<file path="src/design/stior_pkg.sv">
// stior_pkg: shared constants, opcodes and control/status types for the
// stream table in-order receiver. No dependencies.
`default_nettype none

package stior_pkg;

    localparam int MAX_STREAMS = 16;
    localparam int SLOT_W      = (MAX_STREAMS > 1) ? $clog2(MAX_STREAMS) : 1;
    localparam int CNT_W       = $clog2(MAX_STREAMS + 1);

    localparam int OP_W       = 2;
    localparam int CONN_W     = 16;
    localparam int SEQ_W      = 32;
    localparam int LEN_W      = 16;
    localparam int CAP_W      = 20;
    localparam int SLOT_OUT_W = 4;
    localparam int ACT_W      = 5;

    localparam int S_DATA_W = 64;
    localparam int M_DATA_W = 64;

    localparam logic [OP_W-1:0] OP_CREATE  = 2'd0;
    localparam logic [OP_W-1:0] OP_DESTROY = 2'd1;
    localparam logic [OP_W-1:0] OP_DATA    = 2'd2;
    localparam logic [OP_W-1:0] OP_OTHER   = 2'd3;

    // controller -> datapath
    typedef struct packed {
        logic accept;
        logic match_en;
        logic read_en;
        logic commit;
    } stior_cmd_t;

    // datapath -> controller
    typedef struct packed {
        logic out_free;
    } stior_sts_t;

endpackage

`default_nettype wire

</file>
<file path="src/design/stior_ctrl.sv">
// stior_ctrl: per-word sequencer (accept, match, read, commit).
// Depends on stior_pkg.
`default_nettype none

module stior_ctrl
    import stior_pkg::*;
(
    input  wire logic       clk,
    input  wire logic       rst_n,
    input  wire logic       s_tvalid,
    output logic            s_tready,
    input  wire stior_sts_t sts,
    output stior_cmd_t      cmd
);

    localparam logic [1:0] ST_IDLE  = 2'd0;
    localparam logic [1:0] ST_MATCH = 2'd1;
    localparam logic [1:0] ST_READ  = 2'd2;
    localparam logic [1:0] ST_COMMIT = 2'd3;

    logic [1:0] state_reg;
    logic [1:0] state_next;

    always_comb
    begin
        state_next   = state_reg;
        s_tready     = 1'b0;
        cmd          = '0;
        unique case (state_reg)
            ST_IDLE:
            begin
                s_tready   = 1'b1;
                cmd.accept = s_tvalid;
                if (s_tvalid)
                begin
                    state_next = ST_MATCH;
                end
            end
            ST_MATCH:
            begin
                cmd.match_en = 1'b1;
                state_next   = ST_READ;
            end
            ST_READ:
            begin
                cmd.read_en = 1'b1;
                state_next  = ST_COMMIT;
            end
            ST_COMMIT:
            begin
                // wait for the output register to free up
                if (sts.out_free)
                begin
                    cmd.commit = 1'b1;
                    state_next = ST_IDLE;
                end
            end
            default:
            begin
                state_next = ST_IDLE;
            end
        endcase
    end

    always_ff @(posedge clk or negedge rst_n)
    begin
        if (!rst_n)
        begin
            state_reg <= ST_IDLE;
        end
        else
        begin
            state_reg <= state_next;
        end
    end

endmodule

`default_nettype wire

</file>
<file path="src/design/stior_dp.sv">
// stior_dp: stream table, id match, receive-window update and output register.
// Depends on stior_pkg; sequenced by stior_ctrl.
`default_nettype none

module stior_dp
    import stior_pkg::*;
(
    input  wire logic                clk,
    input  wire logic                rst_n,
    input  wire stior_cmd_t          cmd,
    output stior_sts_t               sts,
    input  wire logic [S_DATA_W-1:0] s_tdata,
    input  wire logic [OP_W-1:0]     s_tuser,
    input  wire logic                cfg_wr_en,
    input  wire logic [CAP_W-1:0]    cfg_wr_data,
    output logic                     m_tvalid,
    input  wire logic                m_tready,
    output logic [M_DATA_W-1:0]      m_tdata,
    output logic                     m_tuser
);

    // configuration
    logic [CAP_W-1:0] cap_reg;

    // slot table
    logic [MAX_STREAMS-1:0] valid_reg;
    logic [CONN_W-1:0]      conn_tab_reg [MAX_STREAMS];
    logic [SEQ_W-1:0]       exp_tab_reg  [MAX_STREAMS];
    logic [CAP_W-1:0]       fill_tab_reg [MAX_STREAMS];
    logic [CNT_W-1:0]       total_reg;
    logic [CNT_W-1:0]       total_next;

    // latched word
    logic [OP_W-1:0]   op_reg;
    logic [CONN_W-1:0] conn_reg;
    logic [SEQ_W-1:0]  seq_reg;
    logic [LEN_W-1:0]  plen_reg;

    // match stage
    logic [MAX_STREAMS-1:0] match_vec;
    logic [SLOT_W-1:0]      hit_idx;
    logic [SLOT_W-1:0]      free_idx;
    logic                   hit_reg;
    logic [SLOT_W-1:0]      hit_idx_reg;
    logic                   free_any_reg;
    logic [SLOT_W-1:0]      free_idx_reg;

    // read stage
    logic [SLOT_W-1:0] sel_reg;
    logic              found_reg;
    logic [SEQ_W-1:0]  exp_cur_reg;
    logic [CAP_W-1:0]  fill_cur_reg;
    logic [CAP_W-1:0]  space_reg;
    logic              in_order_reg;
    logic [SLOT_W-1:0] sel_comb;
    logic [SEQ_W-1:0]  exp_rd;
    logic [CAP_W-1:0]  fill_rd;

    // commit stage
    logic              is_destroy;
    logic              is_data;
    logic              take;
    logic [LEN_W-1:0]  copied;
    logic [SEQ_W-1:0]  exp_new;
    logic [CAP_W-1:0]  fill_new;
    logic              res_status;
    logic [SLOT_OUT_W-1:0] res_slot;
    logic              res_existed;
    logic              res_ackv;
    logic [SEQ_W-1:0]  res_ackn;
    logic [LEN_W-1:0]  res_copied;

    logic                m_tvalid_reg;
    logic [M_DATA_W-1:0] m_tdata_reg;
    logic                m_tuser_reg;

    always_ff @(posedge clk or negedge rst_n)
    begin
        if (!rst_n)
        begin
            cap_reg <= '0;
        end
        else if (cfg_wr_en)
        begin
            cap_reg <= cfg_wr_data;
        end
    end

    always_ff @(posedge clk)
    begin
        if (cmd.accept)
        begin
            op_reg   <= s_tuser;
            conn_reg <= s_tdata[CONN_W-1:0];
            seq_reg  <= s_tdata[CONN_W+SEQ_W-1:CONN_W];
            plen_reg <= s_tdata[CONN_W+SEQ_W+LEN_W-1:CONN_W+SEQ_W];
        end
    end

    // parallel id compare, lowest index wins
    always_comb
    begin
        hit_idx  = '0;
        free_idx = '0;
        for (int i = 0; i < MAX_STREAMS; i++)
        begin
            match_vec[i] = valid_reg[i] && (conn_tab_reg[i] == conn_reg);
        end
        for (int i = MAX_STREAMS - 1; i >= 0; i--)
        begin
            if (match_vec[i])
            begin
                hit_idx = SLOT_W'(i);
            end
            if (!valid_reg[i])
            begin
                free_idx = SLOT_W'(i);
            end
        end
    end

    always_ff @(posedge clk)
    begin
        if (cmd.match_en)
        begin
            hit_reg      <= |match_vec;
            hit_idx_reg  <= hit_idx;
            free_any_reg <= ~&valid_reg;
            free_idx_reg <= free_idx;
        end
    end

    assign sel_comb = hit_reg ? hit_idx_reg : free_idx_reg;
    assign exp_rd   = hit_reg ? exp_tab_reg[sel_comb]  : SEQ_W'(1);
    assign fill_rd  = hit_reg ? fill_tab_reg[sel_comb] : '0;

    always_ff @(posedge clk)
    begin
        if (cmd.read_en)
        begin
            sel_reg      <= sel_comb;
            found_reg    <= hit_reg || ((op_reg != OP_DESTROY) && free_any_reg);
            exp_cur_reg  <= exp_rd;
            fill_cur_reg <= fill_rd;
            in_order_reg <= (seq_reg == exp_rd);
            space_reg    <= (fill_rd < cap_reg) ? (cap_reg - fill_rd) : '0;
        end
    end

    assign is_destroy = (op_reg == OP_DESTROY);
    assign is_data    = (op_reg == OP_DATA);
    assign take       = is_data && in_order_reg;
    assign exp_new    = take ? (exp_cur_reg + SEQ_W'(1)) : exp_cur_reg;
    assign fill_new   = fill_cur_reg + CAP_W'(copied);

    always_comb
    begin
        copied = '0;
        if (take)
        begin
            copied = (CAP_W'(plen_reg) < space_reg) ? plen_reg : space_reg[LEN_W-1:0];
        end
    end

    always_comb
    begin
        total_next  = total_reg;
        res_status  = 1'b0;
        res_slot    = '0;
        res_existed = 1'b0;
        res_ackv    = 1'b0;
        res_ackn    = '0;
        res_copied  = '0;
        if (is_destroy)
        begin
            if (found_reg)
            begin
                res_slot    = SLOT_OUT_W'(sel_reg);
                res_existed = 1'b1;
                if (total_reg != '0)
                begin
                    total_next = total_reg - CNT_W'(1);
                end
            end
        end
        else if (!found_reg)
        begin
            res_status = 1'b1;
        end
        else
        begin
            res_slot    = SLOT_OUT_W'(sel_reg);
            res_existed = hit_reg;
            if (!hit_reg)
            begin
                total_next = total_reg + CNT_W'(1);
            end
            if (is_data)
            begin
                res_ackv   = 1'b1;
                res_ackn   = exp_new;
                res_copied = copied;
            end
        end
    end

    always_ff @(posedge clk or negedge rst_n)
    begin
        if (!rst_n)
        begin
            valid_reg <= '0;
            total_reg <= '0;
        end
        else if (cmd.commit && found_reg)
        begin
            valid_reg[sel_reg] <= !is_destroy;
            total_reg          <= total_next;
        end
    end

    always_ff @(posedge clk)
    begin
        if (cmd.commit && found_reg && !is_destroy)
        begin
            conn_tab_reg[sel_reg] <= conn_reg;
            exp_tab_reg[sel_reg]  <= exp_new;
            fill_tab_reg[sel_reg] <= fill_new;
        end
    end

    // output register
    always_ff @(posedge clk or negedge rst_n)
    begin
        if (!rst_n)
        begin
            m_tvalid_reg <= 1'b0;
        end
        else if (cmd.commit)
        begin
            m_tvalid_reg <= 1'b1;
        end
        else if (m_tready)
        begin
            m_tvalid_reg <= 1'b0;
        end
    end

    always_ff @(posedge clk)
    begin
        if (cmd.commit)
        begin
            m_tuser_reg <= res_status;
            m_tdata_reg <= M_DATA_W'({ACT_W'(total_next), res_copied, res_ackn, res_ackv,
                                      res_existed, res_slot});
        end
    end

    assign sts.out_free = !m_tvalid_reg || m_tready;
    assign m_tvalid     = m_tvalid_reg;
    assign m_tdata      = m_tdata_reg;
    assign m_tuser      = m_tuser_reg;

endmodule

`default_nettype wire

</file>
<file path="src/design/stream_table_in_order_receiver_top.sv">
// stream_table_in_order_receiver_top: connection table with in-order receive
// and cumulative ack. Depends on stior_pkg, stior_ctrl, stior_dp.
//
//  channel | dir | handshake           | payload
//  s_*     | in  | s_tvalid/s_tready   | tuser: op; tdata: conn_id, seq, pkt_len
//  m_*     | out | m_tvalid/m_tready   | tuser: status; tdata: slot .. active_count
//  cfg_*   | in  | cfg_wr_en           | cfg_wr_data: recv_capacity
//
// Each word goes through accept, id match over all slots, slot read with
// window math, and commit. Commit waits while the output register is full and not
// being taken; a new word is accepted while a result sits in the output.
// Reset clears the slot valid bits, stream count and recv_capacity.
`default_nettype none

module stream_table_in_order_receiver_top
    import stior_pkg::*;
(
    input  wire logic                clk,
    input  wire logic                rst_n,
    input  wire logic                s_tvalid,
    output logic                     s_tready,
    input  wire logic [S_DATA_W-1:0] s_tdata,   // conn_id[15:0], seq[47:16], pkt_len[63:48]
    input  wire logic [OP_W-1:0]     s_tuser,   // op[1:0]
    output logic                     m_tvalid,
    input  wire logic                m_tready,
    output logic [M_DATA_W-1:0]      m_tdata,   // slot[3:0], existed[4], ack_valid[5],
                                                // ack_num[37:6], copied_len[53:38],
                                                // active_count[58:54], zero[63:59]
    output logic                     m_tuser,   // status[0]
    input  wire logic                cfg_wr_en,
    input  wire logic [CAP_W-1:0]    cfg_wr_data
);

    stior_cmd_t cmd;
    stior_sts_t sts;

    stior_ctrl u_ctrl (
        .clk      (clk),
        .rst_n    (rst_n),
        .s_tvalid (s_tvalid),
        .s_tready (s_tready),
        .sts      (sts),
        .cmd      (cmd)
    );

    stior_dp u_dp (
        .clk         (clk),
        .rst_n       (rst_n),
        .cmd         (cmd),
        .sts         (sts),
        .s_tdata     (s_tdata),
        .s_tuser     (s_tuser),
        .cfg_wr_en   (cfg_wr_en),
        .cfg_wr_data (cfg_wr_data),
        .m_tvalid    (m_tvalid),
        .m_tready    (m_tready),
        .m_tdata     (m_tdata),
        .m_tuser     (m_tuser)
    );

endmodule

`default_nettype wire

</file>
<file path="config.mk">
export PLATFORM = sky130hd
export DESIGN_NAME = stream_table_in_order_receiver_top
export DESIGN_NICKNAME = d
export VERILOG_FILES = /design/src/design/stior_pkg.sv /design/src/design/stior_ctrl.sv /design/src/design/stior_dp.sv /design/src/design/stream_table_in_order_receiver_top.sv
export SDC_FILE = /design/constraint.sdc
export NUM_CORES = 2
export LEC_CHECK = 0
export BUFFER_PORTS_ARGS = -buffer_cell sky130_fd_sc_hd__buf_2
export CORE_ASPECT_RATIO = 1.5
export CORE_MARGIN = 4
export CORE_UTILIZATION = 56
export CTS_BUF_LIST = sky130_fd_sc_hd__clkbuf_16
export CTS_CLUSTER_SIZE = 30
export DETAILED_ROUTE_END_ITERATION = 8
export GPL_ROUTABILITY_DRIVEN = 0
export GPL_TIMING_DRIVEN = 0
export PLACE_DENSITY = 0.84
export SLEW_MARGIN = 20
export SYNTH_ARGS = -nofsm -noshare
export SYNTH_HDL_FRONTEND = slang
export SYNTH_SLANG_ARGS = --single-unit
</file>
<file path="constraint.sdc">
create_clock -name clk -period 6.7 [get_ports clk]
set_input_delay 0.335 -clock clk [delete_from_list [all_inputs] [get_ports clk]]
set_output_delay 0.335 -clock clk [all_outputs]
set_load 0.02 [all_outputs]
</file>
==> impl_table.tex <==
\begin{tabular}{lr}
\hline
Metric & Value \\
\hline
\multicolumn{2}{l}{\textbf{Timing}} \\
\quad Final worst-path cycle share & 98.2\% \\
\quad Worst path setup slack after routing & 0.123 ns \\
\quad Final Hold Viols & 0 \\
\quad Minimum period implied by the final worst setup slack & between 6 and 7 ns \\
\quad FMAX & between 150 and 200 MHz \\
\quad Layout Skew & 0.0568 ns \\
\quad Setup violation total in the final timing report & 0 \\
\quad Final count of pins violating max slew & 0 \\
\quad Worst slew margin & between 10\% and 20\% \\
\quad Tightest Pin Transition & between 1 and 1.5 ns \\
\multicolumn{2}{l}{\textbf{Layout}} \\
\quad Layout area overhead & 16.7\% \\
\quad Final layout net count & between 3,000 and 4,000 \\
\quad Antenna diode count & 0 \\
\quad Layout cells sized above 1 & between 10\% and 20\% \\
\quad Flip-flop count of the largest register, all copies and words added & about 510 \\
\quad Cell area after layout & approximately 64,000 um2 \\
\multicolumn{2}{l}{\textbf{Critical path}} \\
\quad Endpoint kind of the worst setup timing path & register \\
\quad Delay of the slowest cell on the worst path & 0.61 ns \\
\quad CP Data Required Time & 7.19 ns \\
\quad Crit-path most repeated cell & sky130\_fd\_sc\_hd\_\_nand2\_1 \\
\quad Crit path max fanout & 10 \\
\quad Crit path max-delay cell type & sky130\_fd\_sc\_hd\_\_clkbuf\_1 \\
\quad Data arrival time of the worst path & 7.07 ns \\
\quad Startpoint types & register \\
\quad Critical-path cell list & clkbuf\_1 -> nand2\_1 -> a21boi\_0 -> inv\_1 -> clkbuf\_1 -> clkbuf\_2 -> clkbuf\_1 -> nand2\_1 -> nand3\_1 -> nand3\_1 -> ha\_1 -> nand2\_1 -> o21ai\_0 -> nor3\_1 -> a21oi\_1 -> o41a\_1 -> a221o\_1 -> nand2\_1 -> a21oi\_1 -> xnor2\_1 -> nor2\_1 \\
\quad Worst setup path class & reg -> reg \\
\multicolumn{2}{l}{\textbf{Power and ir drop}} \\
\quad Switching component of the power & 9.24 mW \\
\quad Clock power share & around a quarter \\
\quad Sequential Power Share & 43.8\% \\
\quad Ratio of total power to cell area & around 410 nW/um2 \\
\quad Leakage dissipation & 22.0 nW \\
\quad Internal cell power & roughly 17 mW \\
\quad Final total power & about 26 mW \\
\quad Combinational fraction of design power & a little over 30\% \\
\quad VDD IR-drop max & 0.459 mV \\
\quad Net switching share of the total power & around a third \\
\multicolumn{2}{l}{\textbf{Drt}} \\
\quad Post-detailed-route wirelength per cell & $\sim$32 um \\
\quad Vias & 35,300 \\
\quad Antenna violation net count after detailed routing & 0 \\
\quad Detailed Route WL & around 170,000 um \\
\quad First-iteration detailed-routing DRC count & between 5,000 and 6,000 \\
\quad Post-route DRC & 6 \\
\quad First drt pass iteration count & 9 \\
\quad Average vias per placed instance & around 6.8 \\
\multicolumn{2}{l}{\textbf{GRT}} \\
\quad Total GRT Usage & roughly a third \\
\quad Wire length of the first global-routing pass & $\sim$240,000 um \\
\quad Largest net degree at the start of global routing & 45 \\
\quad Via count of the first global-routing pass & 35,900 \\
\quad Final global-route overflow total & 0 \\
\quad Antenna violations before repair & 5 \\
\multicolumn{2}{l}{\textbf{Worst hold path}} \\
\quad Type of the most critical hold path & in -> async \\
\multicolumn{2}{l}{\textbf{Status}} \\
\quad Violated checks & DRC \\
\quad Run status & finished with violations \\
\multicolumn{2}{l}{\textbf{Floorplan}} \\
\quad Number of core rows & 140 \\
\quad Die Width & between 200 and 300 um \\
\quad Area inside the core boundary & 97,400 um2 \\
\quad Effective utilization at floorplan & a little under three fifths \\
\quad Number of I/O pins & roughly 160 \\
\quad Die footprint & 104,000 um2 \\
\quad Overall die height & 392 um \\
\multicolumn{2}{l}{\textbf{Synth}} \\
\quad Combined area of all synthesized cells & 55,100 um2 \\
\quad Mean cell area of the mapped netlist & between 15 and 20 um2 \\
\quad Ys Warns & 0 \\
\quad Post-synth EDFFs & between 1,000 and 1,500 \\
\quad Number of instances in the synthesized netlist & roughly 3,400 \\
\quad Number of storage elements in the synthesis netlist & between 1,000 and 1,500 \\
\quad Sequential cell area fraction in the yosys report & between 70 and 80\% \\
\quad Most instantiated flip-flop cell in the synthesis netlist & sky130\_fd\_sc\_hd\_\_edfxtp\_1 \\
\quad Proportion of register bits with asynchronous set or reset after synthesis & around 3.3\% \\
\quad Number of distinct library cells after synthesis & 73 \\
\multicolumn{2}{l}{\textbf{Clocking}} \\
\quad Number of clock buffers inserted by TritonCTS & between 100 and 150 \\
\quad Clock-pin slew on the worst setup and hold paths & approximately 0.070 ns \\
\quad Root Buffer & sky130\_fd\_sc\_hd\_\_clkbuf\_16 \\
\quad CTS tree & done \\
\quad Number of clock sinks & roughly 1,300 \\
\quad Maximum number of buffers from clock root to sink & 3 \\
\quad Skew-Pair Late Insertion Delay & approximately 0.8 ns \\
\quad Count of H-tree levels built during CTS & 3 \\
\multicolumn{2}{l}{\textbf{Placed design}} \\
\quad Half-perimeter wire length of the detailed placement result & about 100,000 um \\
\quad Worst slack at placement & -0.748 ns \\
\quad \# port buffers & 152 \\
\quad Placement-stage cell area & $\sim$59,000 um2 \\
\multicolumn{2}{l}{\textbf{Job}} \\
\quad Number of max-cap violations & 0 \\
\hline
\end{tabular}
layer usage:
metal / track usage, % / routed length (um)
met1: 36.6 / 49700
met2: 51.1 / 79500
met3: 8.01 / 21800
met4: 22.6 / 15600
met5: 0 / 84
cell usage after synthesis, types with 9 or more instances:
master	count	area, um2
sky130_fd_sc_hd__ha_1	58	726
sky130_fd_sc_hd__nor2b_1	14	87.6
sky130_fd_sc_hd__a31oi_1	30	188
sky130_fd_sc_hd__and3_1	23	144
sky130_fd_sc_hd__nand4_1	72	450
sky130_fd_sc_hd__dfrtp_1	44	1100
sky130_fd_sc_hd__nor2_1	121	454
sky130_fd_sc_hd__mux4_2	137	3090
sky130_fd_sc_hd__inv_1	71	267
sky130_fd_sc_hd__or3_1	9	56.3
sky130_fd_sc_hd__mux2i_1	79	791
sky130_fd_sc_hd__xnor2_1	229	2010
sky130_fd_sc_hd__nand2_1	380	1430
sky130_fd_sc_hd__nor3_1	22	110
sky130_fd_sc_hd__and2_1	52	325
sky130_fd_sc_hd__buf_2	29	145
sky130_fd_sc_hd__o21bai_1	9	67.6
sky130_fd_sc_hd__mux2_2	18	203
sky130_fd_sc_hd__o22ai_1	23	144
sky130_fd_sc_hd__nand2b_1	16	100
sky130_fd_sc_hd__clkbuf_1	83	312
sky130_fd_sc_hd__buf_4	15	113
sky130_fd_sc_hd__a21o_1	19	143
sky130_fd_sc_hd__edfxtp_1	1302	39100
sky130_fd_sc_hd__o21ai_0	74	370
sky130_fd_sc_hd__nand3_1	130	651
sky130_fd_sc_hd__nor4_1	42	263
sky130_fd_sc_hd__buf_1	16	60.1
sky130_fd_sc_hd__a21oi_1	71	355
sky130_fd_sc_hd__xor2_1	105	920
layout make-up:
type | instances | area [um2]
Sequential cell | 1346 | 40200
Clock buffer | 117 | 2930
Fill cell | 5971 | 33100
Clock inverter | 95 | 902
Multi-Input combinational cell | 1835 | 14500
Tap cell | 1278 | 1600
Timing Repair Buffer | 310 | 3250
Buffer | 140 | 694
Inverter | 75 | 284
power by group through the flow:
stage	sequential (mW)	combinational [mW]	clock (mW)
after floorplan	11.5	4.51	0
after CTS	11.5	7.50	6.83
after global routing	11.6	8.28	7.23
after global placement	11.7	6.83	0
final	11.6	7.97	6.89
after detailed placement	11.6	7.29	0
worst paths after layout:
check | startpoint | to | slack, ns | depth (start not counted)
max in group asynchronous | rst_n | u_dp.total_reg[4] | 5.97 | 2
worst min-delay path | rst_n | u_dp.cap_reg[4] | 0.19 | 2
worst min register to register | u_dp.cap_reg[16] | u_dp.cap_reg[16] | 0.52 | 1
min in group clk | s_tdata[36] | u_dp.seq_reg[20] | 0.28 | 2
worst max-delay path | u_dp.hit_idx_reg[3] | u_dp.space_reg[19] | 0.12 | 21
worst max register to register | u_dp.hit_idx_reg[3] | u_dp.space_reg[19] | 0.12 | 21
worst max-delay path, delay by kind of cell (launching register included):
kind / cells / cell delay (ns)
flops: 1 / 0.35
simple gates: 8 / 1.26
compound gates: 6 / 1.85
xor+xnor: 1 / 0.16
buf+inv: 5 / 2.14
fa+ha+maj: 1 / 0.52
cell usage in the layout (no fill, tap or decap), types with 72 or more instances in the layout:
master / instances
sky130_fd_sc_hd__edfxtp_1: 1302
sky130_fd_sc_hd__nor2_1: 104
sky130_fd_sc_hd__inv_1: 92
sky130_fd_sc_hd__dlygate4sd3_1: 91
sky130_fd_sc_hd__mux2i_1: 79
sky130_fd_sc_hd__o21ai_0: 73
sky130_fd_sc_hd__nand4_1: 72
sky130_fd_sc_hd__buf_2: 172
sky130_fd_sc_hd__clkbuf_16: 117
sky130_fd_sc_hd__xor2_1: 87
sky130_fd_sc_hd__nand2_1: 380
sky130_fd_sc_hd__mux4_2: 137
sky130_fd_sc_hd__xnor2_1: 204
sky130_fd_sc_hd__nand3_1: 130
kinds of logic after synthesis:
| logic type | Yosys count | synth area share (%) |
|---|---|---|
| adders and majority gates | 60 | 1.39 |
| xor gates and xnor gates | 334 | 5.31 |
| other | 1 | 0.00680 |
| DFF | 1346 | 72.9 |
| and+or+nand+nor | 903 | 7.69 |
| buffers and inverters | 223 | 1.76 |
| muxes | 237 | 7.51 |
| AOI/OAI and AO/OA | 296 | 3.39 |
repair_timing:
| action | in CTS | in global routing |
|---|---|---|
| gates cloned | 0 | 0 |
| endpoints found under the hold margin | 132 | 0 |
| setup endpoints to repair | 84 | 180 |
| gates resized for setup | 24 | 18 |
| hold buffers | 91 | 0 |
| setup buffers | 0 | 3 |
metrics by stage:
stage	TNS [ns]	hold slack, ns	utilization [%]	cells
3_5_place_dp	-17.86	0.505	60.9	4898
6_report	0	0.189	66.0	5196
3_3_place_gp	-3044.63	0.497	59.0	4834
4_1_cts	0	0.223	65.8	5198
5_1_grt	-0.919	0.221	66.0	5196
2_1_floorplan	0	0.0394	-	3404
(Power assumes the default switching activity.)
